## config.mk

```make
export PLATFORM = sky130hd
export DESIGN_NAME = vwd_hash
export DESIGN_NICKNAME = d
export VERILOG_FILES = /design/src/vwd_pkg.sv /design/src/vwd_hash.sv
export SDC_FILE = /design/constraint.sdc
export NUM_CORES = 1
export LEC_CHECK = 0
export ABC_AREA = 1
export BUFFER_PORTS_ARGS = -buffer_cell sky130_fd_sc_hd__buf_2
export CAP_MARGIN = 0
export CORE_UTILIZATION = 35
export DETAILED_ROUTE_END_ITERATION = 16
export PLACE_DENSITY = 0.54
export SYNTH_ARGS = -nofsm -noshare
export SYNTH_HDL_FRONTEND = slang
export SYNTH_SLANG_ARGS = --single-unit
```

## constraint.sdc

```tcl
create_clock -name clk -period 20.1 [get_ports clk]
set_input_delay 3.015 -clock clk [delete_from_list [all_inputs] [get_ports clk]]
set_output_delay 3.015 -clock clk [all_outputs]
set_load 0.02 [all_outputs]
```

## src/vwd_pkg.sv

```systemverilog
`timescale 1ns / 1ps
// ----------------------------------------------------------------------------
// Vertex weld package
// Sizes, codes, state encoding and control structs of the weld table.
// ----------------------------------------------------------------------------
package vwd_pkg;

    localparam int TABLE_SLOTS   = 8192;
    localparam int MAX_VERTICES  = 4096;
    localparam int MAX_KEY_WORDS = 16;

    localparam int SLOT_W = $clog2(TABLE_SLOTS);
    localparam int VTX_W  = $clog2(MAX_VERTICES);
    localparam int CNT_W  = VTX_W + 1;
    localparam int WPOS_W = $clog2(MAX_KEY_WORDS);
    localparam int KW_W   = WPOS_W + 1;
    localparam int KADR_W = SLOT_W + WPOS_W;
    localparam int CLR_W  = SLOT_W + 1;

    localparam logic [31:0] MIX_M = 32'h5bd1e995;
    localparam int          MIX_R = 24;

    localparam logic [1:0] CFG_VERTEX_COUNT = 2'd0;
    localparam logic [1:0] CFG_TABLE_BITS   = 2'd1;
    localparam logic [1:0] CFG_KEY_WORDS    = 2'd2;

    localparam logic ACT_WORD  = 1'b0;
    localparam logic ACT_CLEAR = 1'b1;

    localparam logic [2:0] ST_NEW    = 3'd0;
    localparam logic [2:0] ST_MATCH  = 3'd1;
    localparam logic [2:0] ST_REPEAT = 3'd2;
    localparam logic [2:0] ST_RANGE  = 3'd3;
    localparam logic [2:0] ST_FULL   = 3'd4;

    typedef enum logic [3:0] {
        S_CLEAR,
        S_IDLE,
        S_HASH,
        S_LOOKUP,
        S_REMAP_CHK,
        S_META_RD,
        S_META_CHK,
        S_KEY_RD,
        S_KEY_CHK,
        S_COPY,
        S_RESULT
    } state_t;

    typedef struct packed {
        logic start;
        logic last;
        logic clear;
    } hash_ctl_t;

    typedef struct packed {
        logic done;
    } hash_stat_t;

endpackage

```

## src/vwd_hash.sv

```systemverilog
`timescale 1ns / 1ps
// ----------------------------------------------------------------------------
// Vertex weld hash unit
// Chained word mix on one shared 32x32 multiplier.
// ----------------------------------------------------------------------------
module vwd_hash (
    input  logic               clk,
    input  logic               rst_n,
    input  vwd_pkg::hash_ctl_t ctl,
    input  logic [31:0]        word,
    output vwd_pkg::hash_stat_t stat,
    output logic [31:0]        hash
);
    import vwd_pkg::*;

    logic [1:0]  step_reg, step_next;
    logic        run_reg, run_next;
    logic        last_reg, last_next;
    logic        done_reg, done_next;
    logic [31:0] h_reg, h_next;
    logic [31:0] k_reg, k_next;
    logic [31:0] m_reg, m_next;
    logic [31:0] hash_reg, hash_next;
    logic [31:0] mul_a;
    logic [31:0] prod;
    logic [31:0] mixed;

    assign mixed = m_reg ^ k_reg;
    assign prod  = mul_a * MIX_M;

    always_comb
    begin
        mul_a = word;
        if (run_reg && step_reg == 2'd1)
        begin
            mul_a = k_reg ^ (k_reg >> MIX_R);
        end
        else if (run_reg && step_reg == 2'd2)
        begin
            mul_a = h_reg;
        end
    end

    always_comb
    begin
        step_next = step_reg;
        run_next  = run_reg;
        last_next = last_reg;
        done_next = 1'b0;
        h_next    = h_reg;
        k_next    = k_reg;
        m_next    = m_reg;
        hash_next = hash_reg;
        if (ctl.clear)
        begin
            h_next   = '0;
            run_next = 1'b0;
        end
        else if (ctl.start)
        begin
            k_next    = prod;
            last_next = ctl.last;
            run_next  = 1'b1;
            step_next = 2'd1;
        end
        else if (run_reg)
        begin
            case (step_reg)
                2'd1:
                begin
                    k_next    = prod;
                    step_next = 2'd2;
                end
                2'd2:
                begin
                    m_next    = prod;
                    step_next = 2'd3;
                end
                2'd3:
                begin
                    hash_next = mixed;
                    h_next    = last_reg ? 32'd0 : mixed;
                    done_next = 1'b1;
                    run_next  = 1'b0;
                    step_next = 2'd0;
                end
                default:
                begin
                    run_next = 1'b0;
                end
            endcase
        end
    end

    always_ff @(posedge clk or negedge rst_n)
    begin
        if (!rst_n)
        begin
            step_reg <= '0;
            run_reg  <= 1'b0;
            done_reg <= 1'b0;
            h_reg    <= '0;
        end
        else
        begin
            step_reg <= step_next;
            run_reg  <= run_next;
            done_reg <= done_next;
            h_reg    <= h_next;
        end
    end

    always_ff @(posedge clk)
    begin
        last_reg <= last_next;
        k_reg    <= k_next;
        m_reg    <= m_next;
        hash_reg <= hash_next;
    end

    assign stat.done = done_reg;
    assign hash      = hash_reg;

endmodule

```

Yosys cells after proc, flatten, opt, wreduce, memory -nomap -nowiden --
Cells that the tools add are included.
Storage, ports and cells: register bits after elaboration 133, input bits 37, output and inout port bits 33, logic and storage cells 52
Operators by class: multipliers 1, eq/ne operators 4, muxes and demuxes 21, bitwise gates (word level) 4, reductions and logical operators 14
Operators by type and width (count):
- two-way mux 32 bit | 10
- multiplier 32 x 31 -> 32 bit, second input constant | 1
- XOR 32 bit | 1
- XOR 32 x 8 -> 32 bit | 1
- AND reduction 3 bit | 3
- two-way mux 1 bit | 8
- AND reduction 4 bit | 2
- nonzero test 2 bit | 4
- case mux 2 bit (3 select lines) | 1
- equality test 2 bit, second input constant | 2
- two-way mux 2 bit | 2
- nonzero test 4 bit | 1
- equality test 2 x 1 -> 1 bit, second input constant | 1
- logical AND 1 bit | 2
- inequality test 2 bit, second input constant | 1
- inverter 1 bit | 2
- AND reduction 2 bit | 1
- OR reduction 2 bit | 1

Logic depth before layout (Yosys ltp) --
Gate-level depths: netlist (run 1).
depth after elaboration 8, mapped depth 39

Worst setup path before layout (run 1) --
OpenSTA, ideal clock, no wires.
path kind input to register, start point input word[7], end point register k_reg[30], data pin, data arrival time 8889 ps, data required time 19834 ps, setup slack 10945 ps, stages 25, buffers on the path 0, path through mux2i_1 -> o21ai_0 -> fa_1 -> ha_1 -> inv_1 -> fa_1 -> fa_1 -> fa_1 -> inv_1 -> fa_1 -> fa_1 -> inv_1 -> fa_1 -> inv_1 -> ha_1 -> nand2_1 -> nor2_1 -> inv_1 -> nor3_1 -> nand4_1 -> nand3_1 -> nand2_1 -> nand2_1 -> a21oi_1 -> xor2_1
Between the ends: longest elaborated chain between the ends 6
RTL lines:
- start, declared | RTL line vwd_hash.sv:10 | input logic [31:0] word,
- two-way mux 32 bit * | RTL line vwd_hash.sv:38 | else if (run_reg && step_reg == 2'd2)
- two-way mux 32 bit * | RTL line vwd_hash.sv:34 | if (run_reg && step_reg == 2'd1)
- multiplier 32 x 31 -> 32 bit * | RTL line vwd_hash.sv:29 | assign prod = mul_a * MIX_M;
- named net prod[30] | RTL line vwd_hash.sv:25 | logic [31:0] prod;
- two-way mux 32 bit | RTL line vwd_hash.sv:68 | case (step_reg)
- two-way mux 32 bit | RTL line vwd_hash.sv:66 | else if (run_reg)
- two-way mux 32 bit * | RTL line vwd_hash.sv:59 | else if (ctl.start)
- end signal, assigned | RTL line vwd_hash.sv:116 | k_reg <= k_next;
- end, declared | RTL line vwd_hash.sv:21 | logic [31:0] k_reg, k_next;
Mark *: on every way through the listed nets, which the timed path passes. The rest lies on a longest branch. The select of a mux whose other input is x is not followed. A chain may end at the register's enable or synchronous reset.

Worst setup path after layout (run 1) --
start point input word[6], end point register k_reg[30], data pin
Same word-level chain as after synthesis.

==> results of run 1 <==
cell type report:
cell class | instances | area [µm²]
Timing Repair Buffer | 91 | 510.5
Fill cell | 4119 | 24820
Clock inverter | 13 | 157.7
Clock buffer | 19 | 432.9
Inverter | 444 | 1668
Multi-Input combinational cell | 958 | 9136
Tap cell | 532 | 665.6
Sequential cell | 133 | 3814
worst max-delay path: cells and delay by family:
family / cells / cell delay, ns
compound gates: 3 / 0.70
fa+ha+maj: 9 / 3.58
buf+inv: 9 / 0.71
simple gates: 9 / 1.44
xor+xnor: 2 / 0.37
cell families (layout without fill, tap and decap cells):
kind of cell | after synthesis | count (layout)
AO/OA/AOI/OAI | 136 | 136
XOR/XNOR | 85 | 85
adder cells (fa/ha/maj) | 381 | 381
buffers and inverters | 467 | 567
flip-flops | 133 | 133
multiplexers | 2 | 2
AND/OR/NAND/NOR | 354 | 354
Yosys cell counts, drive strengths merged:
| master | count | area (µm²) |
|---|---|---|
| inv | 443 | 1663 |
| ha | 208 | 2603 |
| nand2 | 208 | 790.8 |
| fa | 173 | 3463 |
| edfxtp | 97 | 2913 |
| nand3 | 68 | 355.3 |
| o21ai | 64 | 339.1 |
| nor2 | 55 | 214.0 |
| xnor2 | 44 | 385.4 |
| xor2 | 41 | 359.1 |
| dfrtp | 36 | 900.9 |
| a21oi | 33 | 165.2 |
| buf | 13 | 112.6 |
| or2 | 12 | 75.08 |
| o22ai | 11 | 68.82 |
| a31oi | 10 | 62.56 |
| clkbuf | 10 | 37.54 |
| nor3 | 6 | 30.03 |
| o211ai | 5 | 37.54 |
| a21boi | 3 | 26.27 |
| nand4 | 3 | 18.77 |
| a21o | 2 | 15.01 |
| mux2i | 2 | 20.02 |
| o21a | 2 | 15.01 |
| o21bai | 2 | 15.01 |
| o31ai | 2 | 15.01 |
| a32oi | 1 | 8.760 |
| clkinv | 1 | 5.000 |
| nand3b | 1 | 7.510 |
| nor3b | 1 | 7.510 |
| o41ai | 1 | 8.760 |
worst min-delay path by stage:
stage / slack, ns / start / end / cells past startpoint
floorplan: 0.48 / h_reg[5]$_DFFE_PN0P_ / h_reg[5]$_DFFE_PN0P_ / 2
global placement: 0.49 / h_reg[7]$_DFFE_PN0P_ / h_reg[7]$_DFFE_PN0P_ / 2
detailed placement: 0.50 / h_reg[7]$_DFFE_PN0P_ / h_reg[7]$_DFFE_PN0P_ / 2
CTS: 0.51 / h_reg[4]$_DFFE_PN0P_ / h_reg[4]$_DFFE_PN0P_ / 2
global route: 0.54 / h_reg[4]$_DFFE_PN0P_ / h_reg[4]$_DFFE_PN0P_ / 2
finish: 0.51 / h_reg[18]$_DFFE_PN0P_ / h_reg[18]$_DFFE_PN0P_ / 2
through the flow:
step / area, µm² / cells / hold WS, ns
2_1_floorplan: 14740 / 1558 / 0.4771
3_3_place_gp: 15790 / 2158 / 0.4911
3_5_place_dp: 15790 / 2158 / 0.4994
4_1_cts: 16380 / 2190 / 0.5130
5_1_grt: 16380 / 2190 / 0.5407
6_report: 16380 / 2190 / 0.5087
metal layers:
| metal | vias up | part of all wire (%) | global-route usage (%) |
|---|---|---|---|
| met4 | 0 | 2.8 | 6.279 |
| met5 | - | 0 | 0 |
| met2 | 265 | 47 | 32.19 |
| met3 | 65 | 4.6 | 2.956 |
| li1 | 4976 | - | - |
| met1 | 5011 | 46 | 26.14 |
==> results.sh, run 1 <==
export IMPL_syn_to_final_growth_pct=11.17
export IMPL_syn_instance_count=1558
export IMPL_crit_slowest_cell="fa_1"
export IMPL_std_cell_rows=74
export IMPL_pin_count=70
export IMPL_grt_pass1_vias=10930
export IMPL_rr_startpoint="step_reg[0]$_DFFE_PN0P_"
export IMPL_cts_resized=0
export IMPL_first_pass_iters=13
export IMPL_clk_latency_ns=0.43
export IMPL_place_congestion=0.9118
export IMPL_layout_drive_gt1_share_pct=9.047
export IMPL_final_common_cell="inv_1"
export IMPL_setup_ws_ns=10.46
export IMPL_yosysSeqAreaShare_pct=25.88
export IMPL_setup_viol=0
export IMPL_cts_tree="yes"
export IMPL_hold_buffers=0
export IMPL_ant_nets=0
export IMPL_fp_dieH_um=207.2
export IMPL_ctsRootBufferMaster="clkbuf_16"
export IMPL_synth_adder_area_share_pct=41.16
export IMPL_worst_pin_slew_ns=1.256
export IMPL_yosys_warnings=0
export IMPL_dp_hpwl_um=32890
export IMPL_synth_top_family_by_area="adder cells"
export IMPL_synth_area_um2=14740
export IMPL_grt_pass1_wl_um=62840
export IMPL_critPathMaxFanout=8
export IMPL_cts_sinks=133
export IMPL_critPathLaunch="word[6]"
export IMPL_fin_worst_skew_ns=0.008716
export IMPL_h_tree_depth=4
export IMPL_violations="design-rule violations"
export IMPL_max_slew_margin_pct=16.03
export IMPL_floorplan_core_area_um2=41200
export IMPL_avgRoutedWirePerCell_um=18.24
export IMPL_synth_seq_cells=133
export IMPL_hold_viol=0
export IMPL_antenna_found_initial=0
export IMPL_via_count=10320
export IMPL_synth_compound_area_share_pct=5.272
export IMPL_max_cap_violations=0
export IMPL_cp_start_kind="input port"
export IMPL_overflow=0
export IMPL_maxSlewViolCount=0
export IMPL_regToRegSetupSlack_ns=11.41
export IMPL_fmax_mhz=103.7
export IMPL_yosys_area_share_xor_xnor_pct=5.051
export IMPL_cts_buffers=17
export IMPL_final_nets=2063
export IMPL_path_class="input port to flip-flop"
export IMPL_clockBufferDepth=2
export IMPL_diodes=0
export IMPL_worstReg2RegEnd="k_reg[30]$_DFFE_PP_"
export IMPL_post_route_period_util_pct=47.96
export IMPL_avgSynthCellArea_um2=9.459
export IMPL_cts_clk_slew_worst_paths_ns=0.06
export IMPL_syn_num_nets=1976
export IMPL_worstSetupEndpoint="k_reg[30]$_DFFE_PP_"
export IMPL_post_cts_setup_buffers=0
export IMPL_via_per_inst=4.711
export IMPL_start_util_pct=35.77
export IMPL_die_area_um2=42930
export IMPL_cp_required_ns=20.27
export IMPL_drt_total_wl_um=39940
export IMPL_end_kind="flip-flop"
export IMPL_drtIter0Drc=734
export IMPL_layout_min_cycle_time_ns=9.640
export IMPL_layout_common_cells="inv_1, ha_1, nand2_1"
export IMPL_drcViolationCount=1
export IMPL_muxShareOfSynthArea_pct=0.1358
export IMPL_arrival_ns=9.81
export IMPL_fp_dieW_um=207.2
export IMPL_grt_max_degree=57
export IMPL_r2r_cells=33
export IMPL_synthSimpleGateAreaFrac_pct=10.17
export IMPL_status="complete, but fails checks"
export IMPL_slowest_delay_ns=0.52
export IMPL_rsz0062_at_grt="false"
export IMPL_hold_path_class="flip-flop to flip-flop"
export IMPL_yosysUniqueCellTypes=43
export IMPL_fin_setup_tns_ns=0
export IMPL_numPortBuffers=69
export IMPL_track_usage_pct=19.47
export IMPL_cpMostUsedCell="inv_1"
export IMPL_post_route_util_pct=39.77
export IMPL_place_ws_ns=10.05
Power of run 1 is not shown: default switching activity piles up to over one toggle a cycle in this logic, so the estimate is an artifact.
==> inputs of run 2 (changes only) <==
ABC_AREA = 0   (was 1)
clock period = 10.1 ns   (was 20.1 ns; I/O delays follow)
==> run 2 against run 1 <==
Net effect: the flow now finishes without violations; cell count is 13% lower; hold slack worse by 0.0044 ns; routed wire length is 8.8% lower; critical endpoint is now k_reg[29]$_DFFE_PP_.
==> results.sh, run 2 <==
export IMPL_cts_tree="yes"
export IMPL_final_common_cell="inv_1"
export IMPL_synthFlopType="edfxtp_1"
export IMPL_setup_ws_ns=1.497
export IMPL_start_util_pct=35.47
export IMPL_h_tree_depth=4
export IMPL_cts_buffers=17
export IMPL_overflow=0
export IMPL_synth_commonest_cells="inv_1, ha_1, fa_1"
export IMPL_fillers=3873
export IMPL_path_depth=30
export IMPL_grt_max_degree=39
export IMPL_first_pass_iters=5
export IMPL_critPathMaxFanout=38
export IMPL_worst_pin_slew_ns=0.9327
export IMPL_fp_dieW_um=202.7
export IMPL_ctsRootBufferMaster="clkbuf_16"
export IMPL_via_per_inst=4.709
export IMPL_via_count=8975
export IMPL_place_congestion=0.8854
export IMPL_drtIter0Drc=469
export IMPL_dp_hpwl_um=30460
export IMPL_r2r_cells=30
export IMPL_synthMostInstantiatedCell="inv_1"
export IMPL_pin_count=70
export IMPL_drcViolationCount=0
export IMPL_slowest_delay_ns=0.68
export IMPL_layout_min_cycle_time_ns=8.603
export IMPL_post_route_util_pct=39.64
export IMPL_final_nets=1786
export IMPL_yosys_area_top_type="fa_1"
export IMPL_layout_common_cells="inv_1, ha_1, fa_1"
export IMPL_yosysSeqAreaShare_pct=27.06
export IMPL_antenna_found_initial=0
export IMPL_fp_dieH_um=202.7
export IMPL_synthTopCellsByArea="fa_1, edfxtp_1, ha_1, inv_1, dfrtp_1"
export IMPL_max_cap_violations=0
export IMPL_rsz0062_at_grt="false"
export IMPL_worstHoldPathCells=1
export IMPL_avgRoutedWirePerCell_um=19.12
export IMPL_hold_buffers=0
export IMPL_syn_to_final_growth_pct=11.76
export IMPL_synth_seq_cells=133
export IMPL_cts_resized=0
export IMPL_setup_viol=0
export IMPL_max_slew_margin_pct=37.17
export IMPL_crit_family="adder cells"
export IMPL_cp_required_ns=10.24
export IMPL_grt_pass1_wl_um=57660
export IMPL_cts_clk_slew_worst_paths_ns=0.06
export IMPL_multi_input_area_um2=8995
export IMPL_diodes=0
export IMPL_async_flop_share_pct=27.07
export IMPL_fin_worst_skew_ns=0.009171
export IMPL_avgSynthCellArea_um2=11.04
export IMPL_layout_drive_gt1_share_pct=10.43
export IMPL_hold_viol=0
export IMPL_timing_hold_ws_ns=0.5042
export IMPL_synth_edf_count=97
export IMPL_maxSlewViolCount=0
export IMPL_clockBufferDepth=2
export IMPL_die_area_um2=41070
export IMPL_path_class="flip-flop to flip-flop"
export IMPL_seq_area_um2=3814
export IMPL_grt_pass1_vias=9742
export IMPL_path_buf_inv=7
export IMPL_ant_nets=0
export IMPL_yosys_warnings=0
export IMPL_syn_instance_count=1277
export IMPL_synth_area_um2=14090
export IMPL_clk_latency_ns=0.42
export IMPL_track_usage_pct=18.75
export IMPL_hold_path_class="flip-flop to flip-flop"
export IMPL_cts_sinks=133
export IMPL_arrival_ns=8.74
export IMPL_fin_setup_tns_ns=0
export IMPL_post_cts_setup_buffers=0
export IMPL_status="finished, final reports clean"
export IMPL_syn_num_nets=1695
export IMPL_fmax_mhz=116.2
export IMPL_std_cell_rows=73
export IMPL_drt_total_wl_um=36440
export IMPL_floorplan_core_area_um2=39730
export IMPL_end_kind="flip-flop"
export IMPL_place_ws_ns=1.506
export IMPL_crit_slowest_cell="and2_2"
export IMPL_numPortBuffers=69
export IMPL_synth_top_area_share_pct=24.58
export IMPL_post_route_period_util_pct=85.17
export IMPL_cp_start_kind="flip-flop"
export IMPL_yosysUniqueCellTypes=46
-- run 2: cell types whose count changed after synthesis, sizes merged, moves of 15 or more --
| cell | before | now |
|---|---|---|
| a22o | 0 | 32 |
| inv | 443 | 315 |
| mux2i | 2 | 22 |
| nand2 | 208 | 44 |
| nand3 | 68 | 19 |
| nor2 | 55 | 30 |
| o21ai | 64 | 49 |
| xor2 | 41 | 62 |
-- run 2: worst paths after layout --
path	start	end	slack, ns
setup / recovery	step_reg[1]$_DFFE_PN0P_	k_reg[29]$_DFFE_PP_	1.50
hold / removal	h_reg[26]$_DFFE_PN0P_	h_reg[26]$_DFFE_PN0P_	0.50
setup reg to reg	step_reg[1]$_DFFE_PN0P_	k_reg[29]$_DFFE_PP_	1.50
hold reg to reg	h_reg[26]$_DFFE_PN0P_	h_reg[26]$_DFFE_PN0P_	0.50
max in group asynchronous	rst_n	h_reg[8]$_DFFE_PN0P_	8.30
min in group asynchronous	rst_n	h_reg[28]$_DFFE_PN0P_	1.22
-- run 2: layout make-up --
class / count / area share, %
clock buffer: 19 / 2.884
clock inverter: 13 / 0.6832
inverter: 315 / 7.507
multi-input combinational: 806 / 57.11
sequential: 133 / 24.21
tap: 525 / 4.171
timing repair buffer: 95 / 3.432
-- run 2: per-stage QoR --
stage | cell area, µm² | instances
after floorplan | 14090 | 1277
after global placement | 15190 | 1874
after detailed placement | 15190 | 1874
after CTS | 15750 | 1906
after global routing | 15750 | 1906
final | 15750 | 1906
-- run 2: kinds of logic after synthesis --
logic type	Yosys count	synth area share, %
flops	133	27.06
xor+xnor	119	7.547
simple gates	132	4.404
compound gates	151	7.005
fa+ha+maj	382	43.11
mux	22	1.563
buf+inv	338	9.305
-- run 2: routing by layer --
layer / vias up / wire (µm) / GRT usage (%)
met5: - / 0 / 0
met4: 0 / 571 / 5.021
met3: 33 / 1204 / 1.509
met2: 197 / 17820 / 31.92
met1: 4472 / 16840 / 25.61
li1: 4273 / - / -
Power of run 2 is left out for the same reason.
